**config.mk**
```make
export PLATFORM = sky130hd
export DESIGN_NAME = action_string_tokenizer_flat
export DESIGN_NICKNAME = d
export VERILOG_FILES = /design/src/design/ast_pkg.sv /design/src/design/ast_in_if.sv /design/src/design/ast_out_if.sv /design/src/design/ast_front.sv /design/src/design/ast_queue.sv /design/src/design/ast_back.sv /design/src/design/action_string_tokenizer.sv /design/src/flat_wrapper.sv
export SDC_FILE = /design/constraint.sdc
export NUM_CORES = 1
export LEC_CHECK = 0
export BUFFER_PORTS_ARGS = -buffer_cell sky130_fd_sc_hd__buf_2
export CAP_MARGIN = 0
export CORE_ASPECT_RATIO = 1.2
export CORE_MARGIN = 5
export CORE_UTILIZATION = 30
export CTS_CLUSTER_DIAMETER = 80
export DETAILED_ROUTE_END_ITERATION = 7
export GPL_TIMING_DRIVEN = 0
export PLACE_DENSITY_LB_ADDON = 0.08
export SYNTH_ARGS = -nofsm -noshare
export SYNTH_HDL_FRONTEND = slang
export SYNTH_SLANG_ARGS = --single-unit
```
**constraint.sdc**
```tcl
create_clock -name i_clk -period 4.2 [get_ports i_clk]
set_input_delay 0.42 -clock i_clk [delete_from_list [all_inputs] [get_ports i_clk]]
set_output_delay 0.42 -clock i_clk [all_outputs]
set_load 0.02 [all_outputs]
```
**src/design/ast_pkg.sv**
```systemverilog
// Shared types and constants for the action string tokenizer.
// Holds the classified token that travels from the front end to the parse engine.
// No dependencies.
package ast_pkg;

    // Width of the byte counter; the reported error position is 16 bits.
    localparam int POSITION_WIDTH = 16;
    localparam int ERRPOS_WIDTH   = 16;

    // Depth of the queue between the classifier and the parse engine.
    localparam int QUEUE_DEPTH = 2;
    localparam int QPTR_WIDTH  = (QUEUE_DEPTH > 1) ? $clog2(QUEUE_DEPTH) : 1;
    localparam int QCNT_WIDTH  = $clog2(QUEUE_DEPTH + 1);

    // Special characters.
    localparam logic [7:0] CH_SPACE = 8'h20;
    localparam logic [7:0] CH_TAB   = 8'h09;
    localparam logic [7:0] CH_EQ    = 8'h3d;
    localparam logic [7:0] CH_BSL   = 8'h5c;
    localparam logic [7:0] CH_SQ    = 8'h27;
    localparam logic [7:0] CH_DQ    = 8'h22;
    localparam logic [7:0] CH_NUL   = 8'h00;

    // The reserved key "data", one character per index.
    localparam logic [7:0] DATA_WORD [4] = '{8'h64, 8'h61, 8'h74, 8'h61};
    localparam logic [2:0] KEY_LEN_DATA = 3'd4;
    localparam logic [2:0] KEY_LEN_MAX  = 3'd5;

    // Byte roles.
    localparam logic [2:0] ROLE_DROP  = 3'd0;
    localparam logic [2:0] ROLE_TYPE  = 3'd1;
    localparam logic [2:0] ROLE_HASH  = 3'd2;
    localparam logic [2:0] ROLE_KEY   = 3'd3;
    localparam logic [2:0] ROLE_VALUE = 3'd4;

    // Field end markers.
    localparam logic [2:0] FEND_NONE  = 3'd0;
    localparam logic [2:0] FEND_TYPE  = 3'd1;
    localparam logic [2:0] FEND_HASH  = 3'd2;
    localparam logic [2:0] FEND_KEY   = 3'd3;
    localparam logic [2:0] FEND_VALUE = 3'd4;

    // Line status codes.
    localparam logic [3:0] ST_RUNNING    = 4'd0;
    localparam logic [3:0] ST_OK         = 4'd1;
    localparam logic [3:0] ST_NO_ATTRS   = 4'd2;
    localparam logic [3:0] ST_WS_KEY     = 4'd3;
    localparam logic [3:0] ST_DATA_KEY   = 4'd4;
    localparam logic [3:0] ST_NO_VALUE   = 4'd5;
    localparam logic [3:0] ST_QUOTE_KEY  = 4'd6;
    localparam logic [3:0] ST_NO_KEY     = 4'd7;
    localparam logic [3:0] ST_OPEN_QUOTE = 4'd8;

    // One input byte with its character class already decoded.
    typedef struct packed {
        logic [7:0] data;
        logic       eol;
        logic       is_ws;
        logic       is_sq;
        logic       is_dq;
        logic       is_eq;
        logic       is_bsl;
        logic       is_nul;
        logic [3:0] data_match;
    } t_token;

    // Handshake between the queue and its neighbors.
    typedef struct packed {
        logic push;
        logic pop;
    } t_queue_ctl;

    typedef struct packed {
        logic full;
        logic empty;
    } t_queue_sts;

endpackage

```
**src/design/ast_in_if.sv**
```systemverilog
// Input channel of the action string tokenizer: one byte of the line per transfer.
// No dependencies.
interface ast_in_if;
    logic       valid;
    logic       ready;
    logic [7:0] data_byte;
    logic       end_of_line;

    modport source (output valid, output data_byte, output end_of_line, input ready);
    modport sink   (input valid, input data_byte, input end_of_line, output ready);
endinterface

```
**src/design/ast_out_if.sv**
```systemverilog
// Output channel of the action string tokenizer: one tagged byte per transfer.
// No dependencies.
interface ast_out_if;
    logic        valid;
    logic        ready;
    logic [7:0]  out_byte;
    logic [2:0]  byte_role;
    logic        lead_backslash;
    logic [2:0]  field_end;
    logic [3:0]  status;
    logic [15:0] error_position;
    logic        line_done;

    modport source (
        output valid, output out_byte, output byte_role, output lead_backslash,
        output field_end, output status, output error_position, output line_done,
        input ready
    );
    modport sink (
        input valid, input out_byte, input byte_role, input lead_backslash,
        input field_end, input status, input error_position, input line_done,
        output ready
    );
endinterface

```
**src/design/ast_front.sv**
```systemverilog
// Front end of the tokenizer: accepts input bytes and decodes their character class.
// Depends on ast_pkg and ast_in_if.
module ast_front
    import ast_pkg::*;
(
    ast_in_if.sink       i_in,
    input  t_queue_sts   i_qsts,
    output logic         o_push,
    output t_token       o_token
);

    always_comb begin
        o_token.data   = i_in.data_byte;
        o_token.eol    = i_in.end_of_line;
        o_token.is_ws  = (i_in.data_byte == CH_SPACE) || (i_in.data_byte == CH_TAB);
        o_token.is_sq  = (i_in.data_byte == CH_SQ);
        o_token.is_dq  = (i_in.data_byte == CH_DQ);
        o_token.is_eq  = (i_in.data_byte == CH_EQ);
        o_token.is_bsl = (i_in.data_byte == CH_BSL);
        o_token.is_nul = (i_in.data_byte == CH_NUL);
        for (int k = 0; k < 4; k++) begin
            o_token.data_match[k] = (i_in.data_byte == DATA_WORD[k]);
        end
    end

    assign i_in.ready = !i_qsts.full;
    assign o_push     = i_in.valid && !i_qsts.full;

endmodule

```
**src/design/ast_queue.sv**
```systemverilog
// Short first-in first-out queue of decoded tokens between front end and parse engine.
// Depends on ast_pkg.
module ast_queue
    import ast_pkg::*;
(
    input  logic       i_clk,
    input  logic       i_rst_n,
    input  t_queue_ctl i_ctl,
    input  t_token     i_token,
    output t_token     o_token,
    output t_queue_sts o_sts
);

    t_token                r_mem [QUEUE_DEPTH];
    logic [QPTR_WIDTH-1:0] r_wr_ptr;
    logic [QPTR_WIDTH-1:0] r_rd_ptr;
    logic [QCNT_WIDTH-1:0] r_count;

    function automatic logic [QPTR_WIDTH-1:0] ptr_next(input logic [QPTR_WIDTH-1:0] p);
        return (p == QPTR_WIDTH'(QUEUE_DEPTH - 1)) ? '0 : p + 1'b1;
    endfunction

    assign o_sts.full  = (r_count == QCNT_WIDTH'(QUEUE_DEPTH));
    assign o_sts.empty = (r_count == '0);
    assign o_token     = r_mem[r_rd_ptr];

    always_ff @(posedge i_clk) begin
        if (i_ctl.push) begin
            r_mem[r_wr_ptr] <= i_token;
        end
    end

    always_ff @(posedge i_clk) begin
        if (!i_rst_n) begin
            r_wr_ptr <= '0;
            r_rd_ptr <= '0;
            r_count  <= '0;
        end else begin
            if (i_ctl.push) begin
                r_wr_ptr <= ptr_next(r_wr_ptr);
            end
            if (i_ctl.pop) begin
                r_rd_ptr <= ptr_next(r_rd_ptr);
            end
            case ({i_ctl.push, i_ctl.pop})
                2'b10:   r_count <= r_count + 1'b1;
                2'b01:   r_count <= r_count - 1'b1;
                default: r_count <= r_count;
            endcase
        end
    end

    // The neighbors must never push into a full queue or pop an empty one.
    a_no_overflow: assert property (@(posedge i_clk) disable iff (!i_rst_n)
        !(i_ctl.push && o_sts.full && !i_ctl.pop))
        else $error("queue push while full");
    a_no_underflow: assert property (@(posedge i_clk) disable iff (!i_rst_n)
        !(i_ctl.pop && o_sts.empty))
        else $error("queue pop while empty");

endmodule

```
**src/design/ast_back.sv**
```systemverilog
// Parse engine of the tokenizer: walks the line state machine over decoded tokens
// and holds the output register. Depends on ast_pkg and ast_out_if.
module ast_back
    import ast_pkg::*;
(
    input  logic       i_clk,
    input  logic       i_rst_n,
    input  t_token     i_token,
    input  t_queue_sts i_qsts,
    output logic       o_pop,
    ast_out_if.source  o_out
);

    typedef enum logic [2:0] {
        PH_TYPE, PH_WS, PH_KEY, PH_EQ, PH_UQ, PH_QV, PH_QESC, PH_DONE
    } t_phase;

    localparam logic [POSITION_WIDTH-1:0] POS_MAX = '1;

    t_phase                    r_phase,  n_phase;
    logic                      r_qd,     n_qd;
    logic                      r_hash,   n_hash;
    logic                      r_attr,   n_attr;
    logic [2:0]                r_klen,   n_klen;
    logic                      r_kdata,  n_kdata;
    logic [POSITION_WIDTH-1:0] r_pos,    n_pos;
    logic [3:0]                r_status, n_status;

    logic                      r_ovalid;
    logic [7:0]                r_obyte;
    logic [2:0]                r_orole;
    logic                      r_olead;
    logic [2:0]                r_ofend;
    logic [3:0]                r_ostatus;
    logic [ERRPOS_WIDTH-1:0]   r_oerr;
    logic                      r_oeol;

    logic [2:0]                role, fend;
    logic                      lead, raised, do_fin;
    t_phase                    fin_phase;
    logic [POSITION_WIDTH-1:0] fin_pos, pos_inc;
    logic [3:0]                res_status;
    logic [31:0]               err_ext;
    logic                      is_quote, key_role;

    assign o_pop   = !i_qsts.empty && (!r_ovalid || o_out.ready);
    assign pos_inc = (r_pos == POS_MAX) ? r_pos : r_pos + 1'b1;
    assign is_quote = r_qd ? i_token.is_dq : i_token.is_sq;
    assign key_role = r_hash || r_attr;

    always_comb begin
        n_phase   = r_phase;
        n_qd      = r_qd;
        n_hash    = r_hash;
        n_attr    = r_attr;
        n_klen    = r_klen;
        n_kdata   = r_kdata;
        n_pos     = r_pos;
        n_status  = r_status;
        role      = ROLE_DROP;
        fend      = FEND_NONE;
        lead      = 1'b0;
        raised    = 1'b0;
        do_fin    = 1'b0;
        fin_phase = r_phase;
        fin_pos   = r_pos;

        if (r_phase == PH_DONE) begin
            // Status already decided: the byte is dropped.
        end else if (i_token.is_nul) begin
            do_fin    = 1'b1;
            fin_phase = r_phase;
            fin_pos   = r_pos;
        end else begin
            unique case (r_phase)
                PH_TYPE: begin
                    if (i_token.is_ws) begin
                        fend    = FEND_TYPE;
                        n_phase = PH_WS;
                    end else begin
                        role = ROLE_TYPE;
                    end
                end
                PH_WS: begin
                    if (i_token.is_ws) begin
                        n_phase = PH_WS;
                    end else if (i_token.is_eq) begin
                        n_phase  = PH_DONE;
                        n_status = ST_NO_KEY;
                        raised   = 1'b1;
                    end else begin
                        n_phase = PH_KEY;
                        n_klen  = 3'd1;
                        n_kdata = i_token.data_match[0];
                        role    = key_role ? ROLE_KEY : ROLE_HASH;
                    end
                end
                PH_KEY: begin
                    if (i_token.is_ws) begin
                        if (key_role) begin
                            n_phase  = PH_DONE;
                            n_status = ST_WS_KEY;
                            raised   = 1'b1;
                        end else begin
                            n_hash  = 1'b1;
                            fend    = FEND_HASH;
                            n_phase = PH_WS;
                        end
                    end else if (i_token.is_eq) begin
                        if (r_klen == KEY_LEN_DATA && r_kdata) begin
                            n_phase  = PH_DONE;
                            n_status = ST_DATA_KEY;
                            raised   = 1'b1;
                        end else begin
                            fend    = FEND_KEY;
                            n_attr  = 1'b1;
                            n_phase = PH_EQ;
                        end
                    end else if (i_token.is_sq || i_token.is_dq) begin
                        n_phase  = PH_DONE;
                        n_status = ST_QUOTE_KEY;
                        raised   = 1'b1;
                    end else begin
                        role = key_role ? ROLE_KEY : ROLE_HASH;
                        if (r_klen < KEY_LEN_DATA && !i_token.data_match[r_klen[1:0]]) begin
                            n_kdata = 1'b0;
                        end
                        if (r_klen < KEY_LEN_MAX) begin
                            n_klen = r_klen + 1'b1;
                        end
                    end
                end
                PH_EQ: begin
                    if (i_token.is_sq || i_token.is_dq) begin
                        n_qd    = i_token.is_dq;
                        n_phase = PH_QV;
                    end else if (i_token.is_ws) begin
                        n_phase  = PH_DONE;
                        n_status = ST_NO_VALUE;
                        raised   = 1'b1;
                    end else begin
                        role    = ROLE_VALUE;
                        n_phase = PH_UQ;
                    end
                end
                PH_UQ: begin
                    if (i_token.is_ws) begin
                        fend    = FEND_VALUE;
                        n_phase = PH_WS;
                    end else begin
                        role = ROLE_VALUE;
                    end
                end
                PH_QV: begin
                    if (i_token.is_bsl) begin
                        if (i_token.eol) begin
                            n_phase  = PH_DONE;
                            n_status = ST_OPEN_QUOTE;
                            raised   = 1'b1;
                        end else begin
                            n_phase = PH_QESC;
                        end
                    end else if (is_quote) begin
                        fend    = FEND_VALUE;
                        n_phase = PH_WS;
                    end else begin
                        role = ROLE_VALUE;
                    end
                end
                PH_QESC: begin
                    // A held backslash is dropped before a backslash or the quote.
                    n_phase = PH_QV;
                    role    = ROLE_VALUE;
                    lead    = !(i_token.is_bsl || is_quote);
                end
                default: begin
                    n_phase = PH_DONE;
                end
            endcase
            if (i_token.eol && n_phase != PH_DONE) begin
                do_fin    = 1'b1;
                fin_phase = n_phase;
                fin_pos   = pos_inc;
            end
        end

        // The line ended: settle the status from the phase it ended in.
        if (do_fin) begin
            n_phase = PH_DONE;
            case (fin_phase)
                PH_TYPE: begin
                    n_status = ST_NO_ATTRS;
                    n_pos    = fin_pos;
                    raised   = 1'b1;
                end
                PH_KEY, PH_EQ: begin
                    n_status = ST_NO_VALUE;
                    n_pos    = fin_pos;
                    raised   = 1'b1;
                end
                PH_QV: begin
                    n_status = ST_OPEN_QUOTE;
                    n_pos    = fin_pos;
                    raised   = 1'b1;
                end
                PH_QESC: begin
                    n_status = ST_OPEN_QUOTE;
                    n_pos    = (fin_pos != '0) ? fin_pos - 1'b1 : '0;
                    raised   = 1'b1;
                end
                PH_UQ: begin
                    fend     = FEND_VALUE;
                    n_status = ST_OK;
                    n_pos    = r_pos;
                end
                default: begin
                    n_status = ST_OK;
                    n_pos    = r_pos;
                end
            endcase
        end else if (raised) begin
            n_pos = r_pos;
        end

        if (n_phase != PH_DONE) begin
            n_pos = pos_inc;
        end

        if (raised) begin
            role = ROLE_DROP;
            fend = FEND_NONE;
            lead = 1'b0;
        end
    end

    assign res_status = (n_phase == PH_DONE) ? n_status : ST_RUNNING;
    assign err_ext    = 32'(n_pos);

    always_ff @(posedge i_clk) begin
        if (!i_rst_n) begin
            r_phase  <= PH_TYPE;
            r_qd     <= 1'b0;
            r_hash   <= 1'b0;
            r_attr   <= 1'b0;
            r_klen   <= '0;
            r_kdata  <= 1'b1;
            r_pos    <= '0;
            r_status <= ST_RUNNING;
            r_ovalid <= 1'b0;
        end else begin
            if (o_pop) begin
                r_ovalid  <= 1'b1;
                r_obyte   <= i_token.data;
                r_orole   <= role;
                r_olead   <= lead;
                r_ofend   <= fend;
                r_ostatus <= res_status;
                r_oerr    <= (res_status >= ST_NO_ATTRS) ? err_ext[ERRPOS_WIDTH-1:0] : '0;
                r_oeol    <= i_token.eol;
                if (i_token.eol) begin
                    r_phase  <= PH_TYPE;
                    r_qd     <= 1'b0;
                    r_hash   <= 1'b0;
                    r_attr   <= 1'b0;
                    r_klen   <= '0;
                    r_kdata  <= 1'b1;
                    r_pos    <= '0;
                    r_status <= ST_RUNNING;
                end else begin
                    r_phase  <= n_phase;
                    r_qd     <= n_qd;
                    r_hash   <= n_hash;
                    r_attr   <= n_attr;
                    r_klen   <= n_klen;
                    r_kdata  <= n_kdata;
                    r_pos    <= n_pos;
                    r_status <= n_status;
                end
            end else if (o_out.ready) begin
                r_ovalid <= 1'b0;
            end
        end
    end

    assign o_out.valid          = r_ovalid;
    assign o_out.out_byte       = r_obyte;
    assign o_out.byte_role      = r_orole;
    assign o_out.lead_backslash = r_olead;
    assign o_out.field_end      = r_ofend;
    assign o_out.status         = r_ostatus;
    assign o_out.error_position = r_oerr;
    assign o_out.line_done      = r_oeol;

    // A finished phase always carries a decided status.
    a_done_has_status: assert property (@(posedge i_clk) disable iff (!i_rst_n)
        (r_phase == PH_DONE) |-> (r_status != ST_RUNNING))
        else $error("done phase without status");
    // The last byte of a line always reports a decided status.
    a_eol_decided: assert property (@(posedge i_clk) disable iff (!i_rst_n)
        (r_ovalid && r_oeol) |-> (r_ostatus != ST_RUNNING))
        else $error("line ended without status");
    // After the last byte of a line the engine is back at the type phase.
    a_eol_resets: assert property (@(posedge i_clk) disable iff (!i_rst_n)
        (o_pop && i_token.eol) |=> (r_phase == PH_TYPE && r_pos == '0))
        else $error("engine not reset after line end");

endmodule

```
**src/design/action_string_tokenizer.sv**
```systemverilog
// Top level of the action string tokenizer: front end, token queue and parse engine.
// Depends on ast_pkg, ast_in_if, ast_out_if, ast_front, ast_queue and ast_back.
//
// The tokenizer takes an action line one byte per transfer and returns exactly one
// tagged result per byte. Bytes up to the first space or tab are the type; after
// that come an optional hash token and key=value attributes, where a value is bare
// or quoted with a single or double quote. Each result carries the byte, its role,
// whether a held backslash precedes it, which field ended on it, the line status
// and, for errors, the byte index where the error was found. Inside a quoted value
// a backslash is held back and removed when a backslash or the closing quote
// follows. Once a status is decided, the remaining bytes of the line are dropped,
// and the last byte of the line (end_of_line set) returns the engine to its reset
// state. A zero byte ends the line early. The block takes one byte every clock
// cycle while neither side stalls, and each byte passes through the token queue
// between the byte classifier and the parse engine and then through the output
// register. The parse engine advances one byte per cycle while a token waits and
// the output is free; the queue and the output register let either side stall without losing a byte.
module action_string_tokenizer
    import ast_pkg::*;
(
    input  logic      i_clk,
    input  logic      i_rst_n,
    ast_in_if.sink    i_in,
    ast_out_if.source o_out
);

    t_token     front_token;
    t_token     queue_token;
    t_queue_ctl qctl;
    t_queue_sts qsts;
    logic       push;
    logic       pop;

    // The front end decodes the character class of each byte on its way in.
    ast_front u_front (
        .i_in    (i_in),
        .i_qsts  (qsts),
        .o_push  (push),
        .o_token (front_token)
    );

    assign qctl.push = push;
    assign qctl.pop  = pop;

    // The queue decouples input acceptance from the parse engine.
    ast_queue u_queue (
        .i_clk   (i_clk),
        .i_rst_n (i_rst_n),
        .i_ctl   (qctl),
        .i_token (front_token),
        .o_token (queue_token),
        .o_sts   (qsts)
    );

    // The parse engine runs the line state machine and owns the output register.
    ast_back u_back (
        .i_clk   (i_clk),
        .i_rst_n (i_rst_n),
        .i_token (queue_token),
        .i_qsts  (qsts),
        .o_pop   (pop),
        .o_out   (o_out)
    );

endmodule

```
**src/flat_wrapper.sv**
```systemverilog
// flat-port wrapper written by rule: the top's interface ports become plain ports
module action_string_tokenizer_flat import ast_pkg::*;
  (i_clk, i_rst_n, i_in_valid, i_in_data_byte, i_in_end_of_line, i_in_ready, o_out_valid, o_out_out_byte, o_out_byte_role, o_out_lead_backslash, o_out_field_end, o_out_status, o_out_error_position, o_out_line_done, o_out_ready);
  ast_in_if i_in_i ();
  ast_out_if o_out_i ();
  input  logic i_clk;
  input  logic i_rst_n;
  input wire logic [$bits(i_in_i.valid)-1:0] i_in_valid;
  input wire logic [$bits(i_in_i.data_byte)-1:0] i_in_data_byte;
  input wire logic [$bits(i_in_i.end_of_line)-1:0] i_in_end_of_line;
  output wire logic [$bits(i_in_i.ready)-1:0] i_in_ready;
  output wire logic [$bits(o_out_i.valid)-1:0] o_out_valid;
  output wire logic [$bits(o_out_i.out_byte)-1:0] o_out_out_byte;
  output wire logic [$bits(o_out_i.byte_role)-1:0] o_out_byte_role;
  output wire logic [$bits(o_out_i.lead_backslash)-1:0] o_out_lead_backslash;
  output wire logic [$bits(o_out_i.field_end)-1:0] o_out_field_end;
  output wire logic [$bits(o_out_i.status)-1:0] o_out_status;
  output wire logic [$bits(o_out_i.error_position)-1:0] o_out_error_position;
  output wire logic [$bits(o_out_i.line_done)-1:0] o_out_line_done;
  input wire logic [$bits(o_out_i.ready)-1:0] o_out_ready;
  assign i_in_i.valid = i_in_valid;
  assign i_in_i.data_byte = i_in_data_byte;
  assign i_in_i.end_of_line = i_in_end_of_line;
  assign i_in_ready = i_in_i.ready;
  assign o_out_valid = o_out_i.valid;
  assign o_out_out_byte = o_out_i.out_byte;
  assign o_out_byte_role = o_out_i.byte_role;
  assign o_out_lead_backslash = o_out_i.lead_backslash;
  assign o_out_field_end = o_out_i.field_end;
  assign o_out_status = o_out_i.status;
  assign o_out_error_position = o_out_i.error_position;
  assign o_out_line_done = o_out_i.line_done;
  assign o_out_i.ready = o_out_ready;
  action_string_tokenizer u_core (.i_clk(i_clk), .i_rst_n(i_rst_n), .i_in(i_in_i), .o_out(o_out_i));
endmodule
```
# Yosys cells after proc, flatten, opt, wreduce, memory -nomap -nowiden
# Memory sizes are Yosys's and may differ from the RTL's. A register that Yosys moved wholly into a read port is not among the register bits.
# Index checks and enable logic that the tools add are counted.
# totals
reg_bits	71
ram_bits	38
inputBits	13
wordCells	258
memories	1
# memory_table
name	words	word_bits	rd	rd_clocked_by_memory_dff	wr	line	text
u_core.u_queue.r_mem	2	19	1	1	1	ast_queue.sv:14	t_token r_mem [QUEUE_DEPTH];
# classes
addsub	7
n_lt_le_gt_ge	4
eq_ne	41
mux	144
bitwise	1
n_reduce_logical	41
# op_table
operator	n
$mux W16	8
$mux W3	40
$mux W4	16
$mux W1	59
$eq A8 B6 Y1 const B	4
$eq A8 B7 Y1 const B	4
$pmux W16 S2	1
$eq A3 B3 Y1 const B	9
$ne A3 B3 Y1 const B	9
$pmux W3 S7	1
$mux W2	10
$reduce_and A10 Y1	2
$pmux W3 S6	1
$add A16 B1 Y16 const B	1
$eq A16 B16 Y1 const B	1
$pmux W4 S4	1
$reduce_bool A16 Y1	1
$sub A16 B1 Y16 const B	1
$reduce_bool A2 Y1	7
$eq A3 B2 Y1 const B	4
$pmux W3 S4	1
$pmux W4 S3	1
$ne A2 B2 Y1 const B	5
$eq A8 B4 Y1 const B	1
31 further kinds	50

# Logic depth before layout (Yosys ltp)
# Gate-level depths: netlist of run 1.
# depth
ltp_word	19
depth_mapped	16
depth_no_buf	15

# Hierarchy
# From an unflattened synthesis of run 1, not the netlist that was laid out.
# unflattened
cells_unflattened	750
area_unflattened_um2	6922.9
# by_module_without_submodules
mod	instances	cells_each	area_per_inst_um2	seq_area_each_um2
ast_back	1	635	5094.9	1701.6
ast_queue	1	81	1584.0	1241.2
ast_front	1	34	244.0	0.0

# Worst setup path before layout of run 1
# Ideal clock, no wire load.
# synth_path
path_type	register to register
start	mem u_core.u_queue.r_mem[1][8] in the netlist's numbering
end	reg u_core.u_back.r_oerr[10] (netlist: u_core.u_back.o_out.error_position[10]) (data pin)
setup_time_ns	0.265
arrival_ns	3.504
t_required_ns	3.935
path_slack_ns	0.432
path_stages_with_launch	15
n_path_buf	1
synth_period_minus_slack_ns	3.768
path_cell_list	edfxtp_1 mux4_1 o211ai_1 a2111oi_2 and2_0 clkbuf_1 o31a_1 xnor2_1 ha_1 inv_1 nor4_1 nand4_1 o31a_1 o211ai_1 a31oi_1
# synth_rtl
item	line	text
from (decl)	ast_queue.sv:14	
to (signal assigned)	ast_back.sv:258	r_oerr <= (res_status >= ST_NO_ATTRS) ? err_ext[ERRPOS_WIDTH-1:0] : '0;
to (decl)	ast_back.sv:35	logic [ERRPOS_WIDTH-1:0] r_oerr;

==> results of run 1 <==
[area by class of cell]
class | instances | share of cell area (%)
inverters | 16 | 0.719
flip-flops and latches | 108 | 33.2
well taps | 315 | 4.53
clock buffers | 9 | 2.59
clock inverters | 7 | 0.992
repair buffers | 83 | 5.95
plain buffers | 46 | 2.60
multi-input cells | 617 | 49.4
[registers in the layout, indices dropped and copies added, names as in the netlist, 2 cells and up, named ones only]
signal                              cells
u_core.u_queue.r_mem                   36
u_core.u_back.o_out.error_position     16
u_core.u_back.r_pos                    16
u_core.u_back.o_out.out_byte            8
u_core.u_back.o_out.status              4
u_core.u_back.r_status                  4
u_core.u_back.o_out.byte_role           3
u_core.u_back.o_out.field_end           3
u_core.u_back.r_klen                    3
u_core.u_back.r_phase                   3
u_core.u_queue.r_count                  2
[cells in the final DEF, fill, tap and decap left out, types with 18 or more instances in the layout]
cell and instances:
a31oi_1 18, buf_4 33, nor3_1 24, a21oi_1 37
nand3_1 27, nor2_1 64, o21ai_0 45, dfxtp_1 34
nand2_1 71, clkbuf_1 26, edfxtp_1 72, buf_2 58
[worst max-delay path, delay by kind of cell (launching register included)]
family | cells | cell delay, ns
compound gates | 5 | 1.22
fa+ha+maj | 1 | 0.25
buf+inv | 3 | 0.36
flops | 1 | 0.38
mux | 1 | 0.29
simple gates | 5 | 1.37
[cell families (layout without fill, tap and decap cells)]
group                      Yosys count  count (layout)  synth area share (%)
adders and majority gates            6               6                  1.02
buffers and inverters               65             161                  3.97
and+or+nand+nor                    322             322                  24.1
DFF                                108             108                  40.4
muxes                               32              32                  5.14
xor gates and xnor gates            22              22                  2.70
AOI/OAI and AO/OA                  235             235                  22.7
[stage by stage]
step	utilization, %	power (mW)	hold slack [ns]	std cells	setup WS [ns]
after detailed placement	33.6	4.80	0.484	1157	-1.54
after global routing	37.4	6.55	0.251	1201	-0.0939
after global placement	33.4	4.79	0.478	1155	-1.59
after floorplan	-	3.71	0.449	790	0.432
final	37.4	6.22	0.257	1201	0.0640
after CTS	35.8	5.99	0.248	1177	-0.00996
[per-layer routing]
metal  vias up  share of wire [%]  global-route usage [%]
li1       3222                  -                       -
met1      3351                 39                    22.0
met2       218                 52                    35.1
met3        65                3.8                    2.45
met4         0                4.7                    9.33
met5         -                  0                       0
[report_power, final]
part | internal (mW) | leakage [nW] | switching, mW
registers | 1.40 | 0.976 | 0.0992
clock network | 0.432 | 0.151 | 0.474
logic | 1.34 | 1.90 | 2.47
total | 3.17 | 3.02 | 3.04
[what timing repair did]
action                     4_1_cts  5_1_grt
gates resized for setup         43       38
setup buffers                    6       25
setup endpoints to repair       41       28
pin swaps                       10       16
gates cloned                     0        0
[final timing paths]
kind / from / end / slack, ns / cells after the start
max: register / u_core.u_back.o_out.error_position[10] / 0.06 / 15
min: i_in_end_of_line / u_core.u_queue.r_mem[0][10] / 0.26 / 1
min reg2reg: u_core.u_back.r_attr / u_core.u_back.r_attr / 0.50 / 2
max reg2reg: register / u_core.u_back.o_out.error_position[10] / 0.06 / 15
==> results.sh, run 1 <==
export IMPL_port_buffers=50
export IMPL_drv_slew=0
export IMPL_synth_most_common_cell="nand2_1"
export IMPL_cpPeakStageDelay_ns=0.40
export IMPL_maxSlewHeadroom_pct=36.9
export IMPL_worstPathCellList="buf_8 > buf_8 > or3b_4 > o221ai_4 > nand4_4 > nor2_4 > o31a_1 > mux2i_2 > ha_2 > inv_4 > nor4_4 > nand4_1 > o31a_1 > o211ai_1 > a31oi_1"
export IMPL_syn_area_um2=7130
export IMPL_tightestPinTransition_ns=0.947
export IMPL_synth_seq_area_share_pct=40.4
export IMPL_drtAntennaViolNets=0
export IMPL_first_pass_iters=6
export IMPL_post_drt_wl_per_cell_um=21.8
export IMPL_p_leak_nw=3.02
export IMPL_cts_clk_slew_worst_paths_ns=0.09
export IMPL_syn_nets=808
export IMPL_synth_main_ff_cell="edfxtp_1"
export IMPL_crit_path_max_fanout=10
export IMPL_drc=0
export IMPL_async_reset_ff_share_pct=0
export IMPL_num_antenna_cells=0
export IMPL_synth_warnings=0
export IMPL_ys_top_cells_by_count="73 x nand2_1, 72 x edfxtp_1, 67 x nor2_1"
export IMPL_hp_class="in -> reg"
export IMPL_grt_ovfl_total=0
export IMPL_cts_root_buf="clkbuf_16"
export IMPL_viasPerCell=5.71
export IMPL_antenna_found_initial=0
export IMPL_path_class="reg -> reg"
export IMPL_grt_max_degree=34
export IMPL_crit_path_top_delay_cell="or3b_4"
export IMPL_gp_congestion=0.946
export IMPL_clock_latency_ns=0.37
export IMPL_tritoncts="built"
export IMPL_drt_total_wl_mm=26.2
export IMPL_cp_arrival_ns=4.24
export IMPL_finalNetCount=899
export IMPL_ys_top_cells_by_area="edfxtp_1 30%, dfxtp_1 10%, nand2_1 3.8%, nor2_1 3.5%, o21ai_0 3.3%"
export IMPL_powerDensity_nw_per_um2=715
export IMPL_die_h_um=179
export IMPL_ios=51
export IMPL_layout_drive_gt1_share_pct=22.9
export IMPL_synth_area_leader_cell="edfxtp_1"
export IMPL_numCtsBuffers=9
export IMPL_required_ns=4.31
export IMPL_ir_drop_uv=263
export IMPL_yosys_area_top_type_share_pct=30.3
export IMPL_setup_tns_ns=0
export IMPL_synth_edf_count=72
export IMPL_start_util_pct=30.6
export IMPL_fin_crit_sh_pct=98.5
export IMPL_cts_htree_levels=3
export IMPL_rsz0062_at_grt="yes"
export IMPL_setup_violations=0
export IMPL_syn_avg_cell_area_um2=9.02
export IMPL_grt_pass1_wl_mm=39.4
export IMPL_via_count=6856
export IMPL_nFillCells=2351
export IMPL_regArea_um2=2890
export IMPL_fmax_mhz=242
export IMPL_finalInstanceArea_um2=8700
export IMPL_finalClockSkew_ns=0.0143
export IMPL_fp_dieW_um=151
export IMPL_first_iter_violations=538
export IMPL_core_region_area_um2=23300
export IMPL_place_area_um2=7810
export IMPL_area_growth_pct=22.1
export IMPL_cts_sinks=108
export IMPL_dp_hpwl_mm=19.7
export IMPL_startpoint_type="register"
export IMPL_worst_setup_path_end_kind="register"
export IMPL_grt_usage_pct=19.2
export IMPL_min_period_ns=4.14
export IMPL_status="complete, no violations"
export IMPL_finalHoldViolations=0
export IMPL_grt_pass1_vias=6681
export IMPL_synthCells=790
export IMPL_multiInputGateArea_um2=4300
export IMPL_cts_buffer_depth=2
export IMPL_drv_cap=0
export IMPL_ys_types=92
export IMPL_die_area_um2=27000
export IMPL_rows=61
export IMPL_ys_ff_latch=108
export IMPL_cts_hold_buf=0
(Power assumes the default switching activity.)
==> inputs of run 2 (changes only) <==
Settings changed: BUFFER_PORTS_ARGS -buffer_cell sky130_fd_sc_hd__buf_2 to unset, CELL_PAD_IN_SITES_DETAIL_PLACEMENT set to 2, CELL_PAD_IN_SITES_GLOBAL_PLACEMENT set to 2, CORE_MARGIN 5 to 4, DONT_BUFFER_PORTS set to 1.
==> run 2 against run 1 <==
Worst setup slack got worse by 0.020 ns. Count of clock-buffer cells in the layout unchanged. Cell count decreased by 3.8%. Register-to-register slack got worse by 0.02 ns. Core utilization decreased by 0.66 points. Via count decreased by 1.3%. Non-clock buffer count decreased by 46. Clock skew increased by 0.0042 ns. Hold slack got worse by 0.11 ns. Sequential share of layout area increased by 0.58 points. Critical path depth unchanged. Critical endpoint unchanged. Largest cell class unchanged. Highest routed layer is now met5.
==> results.sh, run 2 (same netlist as run 1, synthesis figures left out) <==
export IMPL_status="complete, no violations"
export IMPL_num_antenna_cells=0
export IMPL_required_ns=4.32
export IMPL_hp_class="in -> reg"
export IMPL_final_common_cell="edfxtp_1"
export IMPL_grt_ovfl_total=0
export IMPL_p_leak_nw=2.84
export IMPL_startpoint_type="register"
export IMPL_crit_path_max_fanout=10
export IMPL_min_period_ns=4.16
export IMPL_layout_drive_gt1_share_pct=19.6
export IMPL_post_drt_wl_per_cell_um=25.8
export IMPL_worst_setup_path_end_kind="register"
export IMPL_setup_violations=0
export IMPL_finalHoldWorstSlack_ns=0.144
export IMPL_rr_worst_depth=15
export IMPL_antenna_found_initial=1
export IMPL_via_count=6767
export IMPL_first_iter_violations=334
export IMPL_die_area_um2=26300
export IMPL_port_buffers=0
export IMPL_hold_path_end="u_core.u_queue.r_mem[1][14]"
export IMPL_regArea_um2=2890
export IMPL_powerDensity_nw_per_um2=752
export IMPL_cts_root_buf="clkbuf_16"
export IMPL_cts_hold_buf=0
export IMPL_cp_arrival_ns=4.28
export IMPL_fin_total_pwr_mw=6.43
export IMPL_die_h_um=177
export IMPL_viasPerCell=5.86
export IMPL_finalNetCount=853
export IMPL_drt_total_wl_mm=29.8
export IMPL_dp_hpwl_mm=22.4
export IMPL_fmax_mhz=241
export IMPL_setup_tns_ns=0
export IMPL_min_path_cells=0
export IMPL_grt_max_degree=36
export IMPL_first_pass_iters=5
export IMPL_finalHoldViolations=0
export IMPL_area_growth_pct=20.0
export IMPL_core_region_area_um2=23300
export IMPL_layout_common_cells="72 x edfxtp_1, 71 x nand2_1, 64 x nor2_1"
export IMPL_final_util_pct=36.7
export IMPL_fp_dieW_um=149
export IMPL_gp_congestion=0.899
export IMPL_grt_pass1_wl_mm=44.8
export IMPL_cts_htree_levels=3
export IMPL_largest_reg_flops=36
export IMPL_nFillCells=2554
export IMPL_grt_pass1_vias=7411
export IMPL_numCtsBuffers=9
export IMPL_cts_buffer_depth=2
export IMPL_start_util_pct=30.6
export IMPL_rows=61
export IMPL_ios=51
export IMPL_clock_latency_ns=0.37
export IMPL_drv_slew=0
export IMPL_tritoncts="built"
export IMPL_tightestPinTransition_ns=1.31
export IMPL_finalClockSkew_ns=0.0185
export IMPL_reg2reg_to="u_core.u_back.o_out.error_position[10]"
export IMPL_path_class="reg -> reg"
export IMPL_reg2reg_setup_slack_ns=0.04
export IMPL_drv_cap=0
export IMPL_grt_usage_pct=22.3
export IMPL_drtAntennaViolNets=0
export IMPL_multiInputGateArea_um2=4360
export IMPL_maxSlewHeadroom_pct=11.8
export IMPL_drc=0
export IMPL_top_register="u_core.u_queue.r_mem"
export IMPL_ir_drop_uv=264
export IMPL_cts_sinks=108
export IMPL_fin_crit_sh_pct=99.0
export IMPL_worstHoldStart="i_in_data_byte[3]"
export IMPL_rsz0062_at_grt="yes"
export IMPL_cts_clk_slew_worst_paths_ns=0.09
-- run 2: what timing repair did --
| item | in CTS | in global routing |
|---|---|---|
| pin swaps | 8 | 16 |
| endpoints found under the setup margin | 41 | 33 |
| setup buffers | 8 | 29 |
| gates resized for setup | 49 | 47 |
-- run 2: stage by stage --
step	instances	worst slack [ns]	cell area (um2)
floorplan	790	0.432	7130
global placement	1105	-0.881	7520
detailed placement	1107	-0.902	7560
CTS	1129	0.00718	8150
global route	1155	-0.158	8550
finish	1155	0.0435	8550
-- run 2: final cells by class --
cell class | instances | share of cell area (%)
Multi-Input combinational cell | 617 | 51.0
Sequential cell | 108 | 33.8
Tap cell | 315 | 4.61
Timing Repair Buffer | 39 | 3.70
Clock buffer | 9 | 2.63
Buffer | 44 | 2.61
Clock inverter | 7 | 0.981
Inverter | 16 | 0.732
-- run 2: how the worst max path moves through the flow --
| stage | endpoint | slack (ns) |
|---|---|---|
| CTS | u_core.u_back.o_out.error_position[6] | 0.007 |
| global route | u_core.u_back.o_out.error_position[15] | -0.16 |
| finish | u_core.u_back.o_out.error_position[10] | 0.04 |
| detailed placement | u_core.u_back.o_out.error_position[13] | -0.90 |
| global placement | u_core.u_back.o_out.error_position[13] | -0.88 |
| floorplan | u_core.u_back.o_out.error_position[10] | 0.43 |
-- run 2: worst max-delay path, stage by stage (launching register included) --
cell and delay (ns):
dfxtp_4 0.38, buf_6 0.16, buf_8 0.15, nor3_1 0.08, a2111oi_0 0.62, o21a_2 0.35, nor2_4 0.08, o31a_1 0.34
mux2i_2 0.25, ha_2 0.25, inv_4 0.06, nor4_4 0.33, nand4_1 0.24, o31a_1 0.34, o211ai_1 0.16, a31oi_1 0.10
-- run 2: power by group --
group / internal, mW / switching, mW / leakage (nW)
registers: 1.41 / 0.247 / 0.975
logic: 1.38 / 2.48 / 1.72
clock network: 0.430 / 0.479 / 0.151
total: 3.22 / 3.21 / 2.84
-- run 2: layer usage --
layer	track usage [%]	vias to the layer above	wire length [um]
met5	0	-	11
met4	11.3	2	1530
met3	3.23	69	804
met2	42.1	133	16100
met1	23.8	3447	11300
li1	-	3116	-
==> inputs of run 3 (changes only) <==
Settings changed: CTS_BUF_LIST set to sky130_fd_sc_hd__clkbuf_8, MAX_ROUTING_LAYER set to met4.
==> run 3 against run 2 <==
First-iteration DRC count fell by 26%. Non-clock buffer count fell by 9. Sequential share of layout area rose by 0.84 points. Hold slack got worse by 0.039 ns. Routed wire length fell by 0.75%. Critical path depth fell by 4. Sequential power barely moved. Via count fell by 1.3%. Count of clock-buffer cells in the layout did not move. Worst setup slack improved by 0.037 ns. Total power fell by 5.0%. Cell count fell by 0.78%. Largest power group unchanged.
==> results.sh, run 3 (same netlist as run 1, synthesis figures left out) <==
export IMPL_status="complete, no violations"
export IMPL_cts_hold_buf=0
export IMPL_clock_latency_ns=0.41
export IMPL_cts_root_buf="clkbuf_8"
export IMPL_drc=0
export IMPL_viasPerCell=5.83
export IMPL_cts_sinks=108
export IMPL_die_h_um=177
export IMPL_antenna_found_initial=0
export IMPL_grt_busiest_layer="met2"
export IMPL_seqPwrFrac_pct=27.2
export IMPL_rsz0062_at_grt="yes"
export IMPL_area_growth_pct=17.0
export IMPL_pwr_share_clk_pct=11.5
export IMPL_num_antenna_cells=0
export IMPL_fp_dieW_um=149
export IMPL_grt_met3_usage_pct=2.82
export IMPL_drv_cap=0
export IMPL_tritoncts="built"
export IMPL_finalClockSkew_ns=0.0258
export IMPL_finalHoldViolations=0
export IMPL_numCtsBuffers=9
export IMPL_swShare_pct=51.5
export IMPL_cpPeakStageDelay_ns=0.76
export IMPL_crit_path_max_fanout=8
export IMPL_path_class="reg -> reg"
export IMPL_startpoint_type="register"
export IMPL_drtAntennaViolNets=0
export IMPL_ios=51
export IMPL_path_buf_inv=2
export IMPL_die_area_um2=26300
export IMPL_via_count=6681
export IMPL_use_met2_pct=41.9
export IMPL_worstHoldStart="i_in_data_byte[1]"
export IMPL_grt_usage_pct=22.8
export IMPL_cts_buffer_depth=2
export IMPL_setup_violations=0
export IMPL_met1_usage_pct=24.3
export IMPL_maxSlewHeadroom_pct=18.6
export IMPL_cts_clk_slew_worst_paths_ns=0.13
export IMPL_layout_drive_gt1_share_pct=18.5
export IMPL_min_period_ns=4.12
export IMPL_powerDensity_nw_per_um2=732
export IMPL_grt_ovfl_total=0
export IMPL_layout_common_cells="72 x edfxtp_1, 71 x nand2_1, 64 x nor2_1"
export IMPL_worstReg2RegStart="u_core.u_queue.r_mem[0][8]"
export IMPL_hp_class="in -> reg"
export IMPL_crit_path_top_delay_cell="nor3_2"
export IMPL_rows=61
export IMPL_final_util_pct=35.8
export IMPL_port_buffers=0
export IMPL_required_ns=4.36
export IMPL_start_util_pct=30.6
export IMPL_top_register="u_core.u_queue.r_mem"
export IMPL_cp_arrival_ns=4.28
export IMPL_core_region_area_um2=23300
export IMPL_worst_setup_path_end_kind="register"
export IMPL_p_int_mw=2.96
export IMPL_combPwrFrac_pct=61.4
export IMPL_power_switching_mw=3.14
export IMPL_final_common_cell="edfxtp_1"
export IMPL_first_pass_iters=5
export IMPL_largest_reg_flops=36
export IMPL_cts_htree_levels=3
export IMPL_crit_start="u_core.u_queue.r_mem[0][8]"
export IMPL_post_drt_wl_per_cell_um=25.8
export IMPL_finalNetCount=844
export IMPL_place_area_um2=7560
export IMPL_worstPathCellList="mux4_2 > o211ai_1 > buf_4 > a2111oi_4 > and2_0 > clkbuf_4 > nor3_2 > o21ai_1 > a221o_1 > nor4_1 > nor2_1"
export IMPL_gp_congestion=0.905
export IMPL_drt_total_wl_mm=29.6
export IMPL_fin_crit_sh_pct=98.1
export IMPL_ir_drop_uv=230
export IMPL_drv_slew=0
export IMPL_p_leak_nw=2.75
export IMPL_fmax_mhz=243
export IMPL_grt_pass1_wl_mm=44.6
export IMPL_finalInstanceArea_um2=8340
export IMPL_first_iter_violations=248
export IMPL_grt_max_degree=35
export IMPL_setup_tns_ns=0
export IMPL_tightestPinTransition_ns=1.21
export IMPL_cp_top_family="simple AND/OR/NAND/NOR gates"
export IMPL_dp_hpwl_mm=22.3
export IMPL_grt_pass1_vias=7267
## run 3: cell count changes in the layout (fill, tap and decap cells not counted), sizes merged
cell    previous run  this run
buf               55        43
clkbuf            37        40
clkinv             5         4
inv               18        19
## run 3: power by group through the flow
stage / Combinational, mW / Clock [mW] / Sequential (mW)
3_5_place_dp: 3.20 / 0 / 1.68
3_3_place_gp: 3.11 / 0 / 1.67
4_1_cts: 3.50 / 0.736 / 1.66
2_1_floorplan: 2.09 / 0 / 1.63
5_1_grt: 4.03 / 0.773 / 1.68
6_report: 3.75 / 0.700 / 1.66
## run 3: final cells by class
cell class | count | area (um2)
Buffer | 44 | 219
Clock buffer | 9 | 124
Clock inverter | 7 | 81.3
Fill cell | 2603 | 14900
Inverter | 16 | 60.1
Multi-Input combinational cell | 617 | 4330
Sequential cell | 108 | 2890
Tap cell | 315 | 394
Timing Repair Buffer | 30 | 245
## run 3: repair_timing
action                     CTS  global route
pin swaps                    8             7
resized for setup           47            40
buffers inserted             8            20
setup endpoints to repair   41            35
gates cloned                 0             0
## run 3: final timing paths
| path | cells past startpoint | slack, ns | endpoint |
|---|---|---|---|
| hold / removal | 0 | 0.10 | u_core.u_queue.r_mem[0][12] |
| hold reg to reg | 2 | 0.52 | u_core.u_back.r_status[0] |
| setup / recovery | 11 | 0.08 | u_core.u_back.o_out.error_position[13] |
| setup reg to reg | 11 | 0.08 | u_core.u_back.o_out.error_position[13] |
## run 3: through the flow
stage / cells / hold slack (ns) / worst slack, ns / power, mW
after CTS: 1129 / 0.0733 / -0.0130 / 5.89
final: 1146 / 0.105 / 0.0803 / 6.11
after global placement: 1105 / 0.476 / -0.957 / 4.78
after detailed placement: 1107 / 0.494 / -1.05 / 4.88
after floorplan: 790 / 0.449 / 0.432 / 3.71
after global routing: 1146 / 0.0590 / -0.0626 / 6.49
## run 3: per-layer routing
layer / routed length, um / share of wire, %
met1: 11500 / 39
met2: 15900 / 54
met3: 634 / 2.1
met4: 1440 / 4.9
met5: 0 / 0
